**config.mk**
```make
export PLATFORM = sky130hd
export DESIGN_NAME = slrp_ctrl
export DESIGN_NICKNAME = d
export VERILOG_FILES = /design/src/rtl/core/slrp_pkg.sv /design/src/rtl/core/slrp_ctrl.sv
export SDC_FILE = /design/constraint.sdc
export NUM_CORES = 1
export LEC_CHECK = 0
export BUFFER_PORTS_ARGS = -buffer_cell sky130_fd_sc_hd__buf_4
export CAP_MARGIN = 20
export CELL_PAD_IN_SITES_DETAIL_PLACEMENT = 0
export CELL_PAD_IN_SITES_GLOBAL_PLACEMENT = 2
export CORE_ASPECT_RATIO = 0.6
export CORE_MARGIN = 5
export CORE_UTILIZATION = 28
export CTS_CLUSTER_DIAMETER = 200
export DETAILED_ROUTE_END_ITERATION = 6
export PLACE_DENSITY = 0.87
export SYNTH_ARGS = -nofsm -noshare
export SYNTH_HDL_FRONTEND = slang
export SYNTH_SLANG_ARGS = --single-unit
```
**constraint.sdc**
```tcl
create_clock -name aclk -period 1.9 [get_ports aclk]
set_clock_uncertainty 0.05 [all_clocks]
set_input_delay 0.095 -clock aclk [delete_from_list [all_inputs] [get_ports aclk]]
set_output_delay 0.095 -clock aclk [all_outputs]
set_load 0.1 [all_outputs]
```
**src/rtl/core/slrp_pkg.sv**
```systemverilog
`timescale 1ns / 1ps
// ----------------------------------------------------------------------------
// slrp_pkg: shared types and constants of the linear ramp planner
// Item structs, register indexes, phase codes, controller states and the
// command and status bundles between the controller and the datapath.
// ----------------------------------------------------------------------------
package slrp_pkg;

    // Configuration register indexes
    localparam int CFG_IDX_W = 3;
    localparam logic [CFG_IDX_W-1:0] REG_ACCEL_RATE        = 3'd0;
    localparam logic [CFG_IDX_W-1:0] REG_DECEL_RATE        = 3'd1;
    localparam logic [CFG_IDX_W-1:0] REG_MAX_SPEED         = 3'd2;
    localparam logic [CFG_IDX_W-1:0] REG_MIN_DELAY_SCALE   = 3'd3;
    localparam logic [CFG_IDX_W-1:0] REG_FIRST_DELAY_SCALE = 3'd4;
    localparam logic [CFG_IDX_W-1:0] REG_ACCEL_SQRT_SCALE  = 3'd5;
    localparam logic [CFG_IDX_W-1:0] REG_RAMP_LENGTH_SCALE = 3'd6;

    // Register reset values
    localparam logic [15:0] RST_ACCEL_RATE        = 16'd800;
    localparam logic [15:0] RST_DECEL_RATE        = 16'd500;
    localparam logic [15:0] RST_MAX_SPEED         = 16'd5000;
    localparam logic [31:0] RST_MIN_DELAY_SCALE   = 32'd4342934;
    localparam logic [15:0] RST_FIRST_DELAY_SCALE = 16'd9345;
    localparam logic [31:0] RST_ACCEL_SQRT_SCALE  = 32'd628318530;
    localparam logic [15:0] RST_RAMP_LENGTH_SCALE = 16'd628;

    // Datapath constants
    localparam logic [31:0] ONE_STEP_DELAY = 32'd1000;
    localparam logic [31:0] PERCENT_DIV    = 32'd100;
    // x / 100 == (x * PCT_RECIP) >> PCT_SHIFT for any 32-bit x
    localparam logic [31:0] PCT_RECIP      = 32'h51EB_851F;
    localparam int          PCT_SHIFT      = 37;
    localparam logic [31:0] SQRT_TOP_BIT   = 32'h4000_0000;
    localparam int          DIV_STEPS      = 64;
    localparam int          DIV_CNT_W      = $clog2(DIV_STEPS + 1);

    // Ramp phase codes
    typedef enum logic [1:0] {
        PH_STOP  = 2'd0,
        PH_ACCEL = 2'd1,
        PH_DECEL = 2'd2,
        PH_RUN   = 2'd3
    } phase_t;

    // Input op codes
    localparam logic OP_MOVE = 1'b0;
    localparam logic OP_TICK = 1'b1;

    typedef struct packed {
        logic        op;
        logic [31:0] target_position;
    } in_item_t;

    typedef struct packed {
        logic        step_pulse;
        logic        move_direction;
        logic [31:0] timer_match;
        logic        busy_res;
        logic [1:0]  ramp_phase;
        logic [31:0] position;
        logic        command_taken;
    } out_item_t;

    // Datapath micro-operations
    typedef enum logic [4:0] {
        DP_NOP, DP_LOAD, DP_PLAN0, DP_MIND, DP_SQDIV, DP_SQRT, DP_MUL1,
        DP_FDIV, DP_MUL2, DP_DDIV, DP_MUL3, DP_TDIV, DP_MUL4, DP_LDIV,
        DP_DCLIM, DP_MUL5, DP_CDIV, DP_FIN, DP_TICK0, DP_RDIV, DP_OUT
    } dp_op_t;

    // Controller states
    typedef enum logic [4:0] {
        ST_IDLE, ST_DECODE, ST_PLAN0, ST_MIND, ST_SQDIV, ST_SQRT, ST_MUL1,
        ST_FDIV, ST_MUL2, ST_DDIV, ST_MUL3, ST_TDIV, ST_MUL4, ST_LDIV,
        ST_CHK, ST_MUL5, ST_CDIV, ST_FIN, ST_TICK0, ST_RDIV, ST_OUT
    } ctrl_state_t;

    typedef struct packed {
        dp_op_t op;
        logic   div_start;
        logic   sqrt_start;
    } dp_cmd_t;

    typedef struct packed {
        logic   busy;
        logic   in_op;
        logic   short_move;
        phase_t phase;
        logic   div_done;
        logic   sqrt_done;
        logic   den_zero;
        logic   lim_le_top;
        logic   out_free;
    } dp_status_t;

endpackage

```
**src/rtl/core/slrp_ctrl.sv**
```systemverilog
`timescale 1ns / 1ps
// ----------------------------------------------------------------------------
// slrp_ctrl: sequencing state machine of the ramp planner
// Walks the planning and tick sequences and issues datapath operations.
// ----------------------------------------------------------------------------
module slrp_ctrl
    import slrp_pkg::*;
(
    input  logic       aclk,
    input  logic       aresetn,
    input  logic       s_valid,
    output logic       s_ready,
    input  dp_status_t status,
    output dp_cmd_t    cmd
);

    ctrl_state_t state_reg, state_next;
    logic        issued_reg, issued_next;
    logic        div_state;

    // states that run the shared divider
    always_comb begin
        case (state_reg)
            ST_MIND, ST_SQDIV, ST_LDIV, ST_CDIV, ST_RDIV:
                div_state = 1'b1;
            ST_TDIV:  div_state = !status.den_zero;
            default:  div_state = 1'b0;
        endcase
    end

    // next state
    always_comb begin
        state_next = state_reg;
        case (state_reg)
            ST_IDLE:   if (s_valid) state_next = ST_DECODE;
            ST_DECODE: begin
                if (status.in_op == OP_MOVE) begin
                    state_next = status.busy ? ST_OUT : ST_PLAN0;
                end else begin
                    state_next = status.busy ? ST_TICK0 : ST_OUT;
                end
            end
            ST_PLAN0:  state_next = status.short_move ? ST_OUT : ST_MIND;
            ST_MIND:   if (status.div_done) state_next = ST_SQDIV;
            ST_SQDIV:  if (status.div_done) state_next = ST_SQRT;
            ST_SQRT:   if (status.sqrt_done) state_next = ST_MUL1;
            ST_MUL1:   state_next = ST_FDIV;
            ST_FDIV:   state_next = ST_MUL2;
            ST_MUL2:   state_next = ST_DDIV;
            ST_DDIV:   state_next = ST_MUL3;
            ST_MUL3:   state_next = ST_TDIV;
            ST_TDIV:   if (status.div_done || status.den_zero) state_next = ST_MUL4;
            ST_MUL4:   state_next = ST_LDIV;
            ST_LDIV:   if (status.div_done) state_next = ST_CHK;
            ST_CHK:    state_next = status.lim_le_top ? ST_FIN : ST_MUL5;
            ST_MUL5:   state_next = ST_CDIV;
            ST_CDIV:   if (status.div_done) state_next = ST_FIN;
            ST_FIN:    state_next = ST_OUT;
            ST_TICK0: begin
                if (status.phase == PH_ACCEL || status.phase == PH_DECEL) begin
                    state_next = ST_RDIV;
                end else begin
                    state_next = ST_OUT;
                end
            end
            ST_RDIV:   if (status.div_done) state_next = ST_OUT;
            ST_OUT:    if (status.out_free) state_next = ST_IDLE;
            default:   state_next = ST_IDLE;
        endcase
    end

    // outputs
    always_comb begin
        cmd.div_start  = div_state && !issued_reg;
        cmd.sqrt_start = (state_reg == ST_SQRT) && !issued_reg;
        s_ready        = (state_reg == ST_IDLE);
        case (state_reg)
            ST_IDLE:  cmd.op = s_valid ? DP_LOAD : DP_NOP;
            ST_PLAN0: cmd.op = DP_PLAN0;
            ST_MIND:  cmd.op = DP_MIND;
            ST_SQDIV: cmd.op = DP_SQDIV;
            ST_SQRT:  cmd.op = DP_SQRT;
            ST_MUL1:  cmd.op = DP_MUL1;
            ST_FDIV:  cmd.op = DP_FDIV;
            ST_MUL2:  cmd.op = DP_MUL2;
            ST_DDIV:  cmd.op = DP_DDIV;
            ST_MUL3:  cmd.op = DP_MUL3;
            ST_TDIV:  cmd.op = DP_TDIV;
            ST_MUL4:  cmd.op = DP_MUL4;
            ST_LDIV:  cmd.op = DP_LDIV;
            ST_CHK:   cmd.op = status.lim_le_top ? DP_DCLIM : DP_NOP;
            ST_MUL5:  cmd.op = DP_MUL5;
            ST_CDIV:  cmd.op = DP_CDIV;
            ST_FIN:   cmd.op = DP_FIN;
            ST_TICK0: cmd.op = DP_TICK0;
            ST_RDIV:  cmd.op = DP_RDIV;
            ST_OUT:   cmd.op = status.out_free ? DP_OUT : DP_NOP;
            default:  cmd.op = DP_NOP;
        endcase
    end

    // one start per divide or root step
    always_comb begin
        issued_next = issued_reg;
        if (status.div_done || status.sqrt_done) begin
            issued_next = 1'b0;
        end else if (cmd.div_start || cmd.sqrt_start) begin
            issued_next = 1'b1;
        end
    end

    always_ff @(posedge aclk) begin
        if (!aresetn) begin
            state_reg  <= ST_IDLE;
            issued_reg <= 1'b0;
        end else begin
            state_reg  <= state_next;
            issued_reg <= issued_next;
        end
    end

endmodule

```
After elaboration in Yosys (flattened, before gate mapping). Cells that the tools add are included.

Bitwise operators: 1. Mux-type cells: 21. Reductions and logical operators: 12. Equality and inequality tests: 31.

Operators by type and width (count): $pmux 5 s21 (1); $pmux 5 s20 (1); $mux 5 (14); $eq 5x4->1 const B (8); $eq 5x5->1 const B (5); $eq 5x3->1 const B (4); $ne 2x2->1 const B (9); $eq 5x2->1 const B (2); $reduce_and 9->1 (1); $mux 3 (2); $eq 5x1->1 const B (1); $logic_not 5->1 (1); $reduce_or 5->1 (1); $logic_or 1x1->1 (4); $mux 4 (1); $eq 2x1->1 const B (1); $eq 2x2->1 const B (1); $logic_and 1x1->1 (2); $logic_not 1->1 (2); $pmux 1 s2 (1); $reduce_or 2->1 (1); $mux 1 (1); $not 1->1 (1).

Output and inout port bits: 8. Register bits: 6. Input port bits: 13.

Longest topological paths before layout.
Word-level depth: 5. Gate-level depth with buffers: 7. Gate-level depth less buffers: 7.

Worst setup path after synthesis. No wires, ideal clock.

Path type: register -> output. Start point: reg state_reg[0]. End point: out cmd[4] in the netlist's numbering. Arrival time: 3123 ps. Required time: 1755 ps. Stages on the path, launching flop included: 5. Path slack: -1368 ps. Cell sequence: dfxtp_1 -> buf_2 -> nor2_1 -> a21o_1 -> a221oi_1.

RTL lines: from (decl) (line slrp_ctrl.sv:17) `ctrl_state_t state_reg, state_next;`; from (signal assigned) (line slrp_ctrl.sv:117) `state_reg <= state_next;`; to (decl) (line slrp_ctrl.sv:14) `output dp_cmd_t cmd`.

==> reports/results.tsv <==
stage	metric	value	unit
clocking	number of H-tree levels	1	
power_and_ir_drop	leakage	0.4560	nW
timing	min cycle time layout	1805	ps
timing	Final Slew Violations	0	
clocking	Post-CTS Repair Setup Buffers	0	
critical_path	CP Capture Type	output pin	
grt	initial antenna violation count	0	
critical_path	Worst Path Required	1750	ps
critical_path	crit path launch type	register	
critical_path	critical path class	register to output pin	
worst_hold_path	min-delay worst type	primary input to register	
synthesis	Synth Flop Type	dfxtp_1	
final_layout	Layout area overhead	42.21	%
clocking	TritonCTS clock tree	built	
timing	setup repair after global routing missed its margin	false	
route	Via density	5.478	
synthesis	area leader, netlist	dfxtp_1	
grt	Tot GR Track Use	11.28	%
synthesis	largest cells by area after synthesis	dfxtp_1 (16%), o21ai_0 (5.8%), a21oi_1 (4.5%), a31oi_1 (4.1%), nand3_1 (3.9%)	
final_layout	fin cells	161	
timing	Final setup viols	0	
route	drt first pass iters	4	
synthesis	syn avg cell area	7.340	um2
die	Die Area	3936	um2
timing	Tcrit/Tclk final	95.00	%
grt	first-pass GRT wire length	3622	um
synthesis	Yosys cell types	43	
worst_hold_path	hold_sp	status[4]	
critical_path	RR Startpoint	state_reg[3]$_SDFFE_PN0P_	
grt	largest net degree at the start of global routing	15	
grt	overflow left after global routing	0	
synthesis	Syn Nets	119	
die	num ports	21	
synthesis	Mapped Area	770.7	um2
route	1st-iter DRT viols	84	
critical_path	critical path's slowest cell	dfxtp_2	
placed_design	post-DP HPWL	1833	um
critical_path	CP peak stage delay	380	ps
synthesis	Post-synth EDFFs	0	
grt	vias in the first global route	767	
final_layout	max reg flops	5	
clocking	CTS Buf Count	3	
final_layout	Layout Nets	145	
synthesis	synthesized instance count	105	
die	row count	14	
route	drt drc	0	
timing	Slew headroom	76.97	%
critical_path	worst path cell trace	buf_4 -> nor2_1 -> nand2_1 -> a221oi_2 -> buf_6	
die	die width	77.73	um
critical_path	Arrival @ worst endpoint	1660	ps
power_and_ir_drop	IR drop worst, VDD	0.3851	mV
final_layout	n_diodes	0	
synthesis	sequential area share after synthesis	15.58	%
route	via count	882	
critical_path	critical path startpoint	state_reg[0]$_SDFFE_PN0P_	
synthesis	Synth top area share	15.58	%
run_status	status	complete, no violations	
synthesis	ys async rst share	0	%
synthesis	Yosys Warn Count	0	
route	detail-routed net length per standard cell	14.76	um
power_and_ir_drop	P per Cell Area	1685	nW/um2
final_layout	layout cells sized above 1	40.31	%
timing	Final Hold Vio Count	0	
timing	fmax	554.0	MHz
clocking	Skew-Pair Late Insertion Delay	220	ps
clocking	clock transition at the registers of the reported paths	40	ps
die	Die H	50.64	um
clocking	# clock sinks	6	
route	WL final	2377	um
placed_design	# port buffers	20	
placed_design	dpl ws	125.6	ps
clocking	CTS root buffer	clkbuf_8	
timing	PnR worst setup slack	94.99	ps
placed_design	gpl congestion	0.8511	
run	# Max-Cap Violations	0	
synthesis	flops & latches, synth	6	
clocking	clock buffer depth	2	
die	Starting Density	29.93	%
timing	Least-Margin Pin Slew	344.3	ps
critical_path	crit-path max FO	14	
route	Routed Antenna Nets	0	
placed_design	DP Cell Count	157	
die	Core Area	2575	um2
==> routing by layer <==
layer	GRT usage (%)	vias up	part of all wire, %
li1	-	439	-
met4	3.714	0	0.67
met2	15.37	34	41
met1	17.03	407	48
met5	0	-	0
met3	2.500	2	10
==> per-stage QoR <==
stage	util (%)	area, um2	power, mW	TNS [ps]	hold slack [ps]
after floorplan	-	804.5	1.329	-463.3	123.1
after global placement	39.55	1018	1.607	0	236.3
after detailed placement	39.55	1018	1.610	0	233.7
after CTS	41.59	1071	1.817	0	0.1496
after global routing	42.57	1096	1.962	0	7.462
final	42.57	1096	1.847	0	13.33
==> cell type report <==
class	instances	area (um2)
Timing Repair Buffer	30	247.7
Multi-Input combinational cell	84	620.6
Tap cell	32	40.04
Clock buffer	3	41.29
Fill cell	273	1479
Sequential cell	6	123.9
Inverter	6	22.52
==> critical path: cells and delay by family, from the launching register on <==
family	cells	cell delay [ps]
flip-flops	1	380
AND/OR/NAND/NOR	2	300
buffers and inverters	2	460
AO/OA/AOI/OAI	1	290
==> synth_stat cells, types with 3 or more instances <==
library cell / n
clkbuf_1: 3
nand3_1: 6
o21ai_0: 9
a31oi_1: 5
dfxtp_1: 6
nand2_1: 7
nor3b_1: 3
a21oi_1: 7
buf_2: 3
nor2_1: 8
inv_1: 6
nor2b_1: 3
==> final timing paths <==
kind	to	cells past startpoint	slack [ps]
max	cmd[4]	5	90
min	issued_reg$_SDFFE_PP0P_	2	10
min reg2reg	issued_reg$_SDFFE_PP0P_	2	620
max reg2reg	state_reg[2]$_SDFFE_PN0P_	6	170
==> cell families after synthesis <==
group	count (synthesis)	synth area share (%)
flip-flops	6	15.59
multiplexers	3	4.058
adder cells (fa/ha/maj)	1	1.623
AND/OR/NAND/NOR	38	26.95
AO/OA/AOI/OAI	40	39.28
XOR/XNOR	2	2.273
buffers and inverters	15	10.23
==> timing repair <==
action,CTS,global route
gates resized for setup,3,5
hold endpoints to repair,0,1
hold buffers,0,1
endpoints found under the setup margin,2,3
==> power breakdown <==
part           switching [mW]  internal, mW  leakage, nW  total, mW
Sequential             0.0910         0.165       0.0503      0.256
Clock                  0.0524         0.136       0.0216      0.188
Combinational           0.919         0.484        0.384       1.40
==> layout by cell type, fill, tap and decap left out, types with 2 or more instances in the layout <==
master    count
nand2_1       7
nand2b_1      2
a22oi_1       2
nor2_1        7
a31oi_2       2
o21ai_0       7
a211oi_2      2
buf_6         2
nor2_2        2
a21oi_1       5
inv_1         6
nor3b_1       3
dfxtp_1       3
clkbuf_8      3
a21oi_2       2
a31oi_1       4
xnor2_1       2
mux2i_1       2
nor2b_1       2
dfxtp_2       3
nand3_1       6
o211ai_1      2
a21o_1        2
buf_4        26
(Power assumes the default switching activity.)
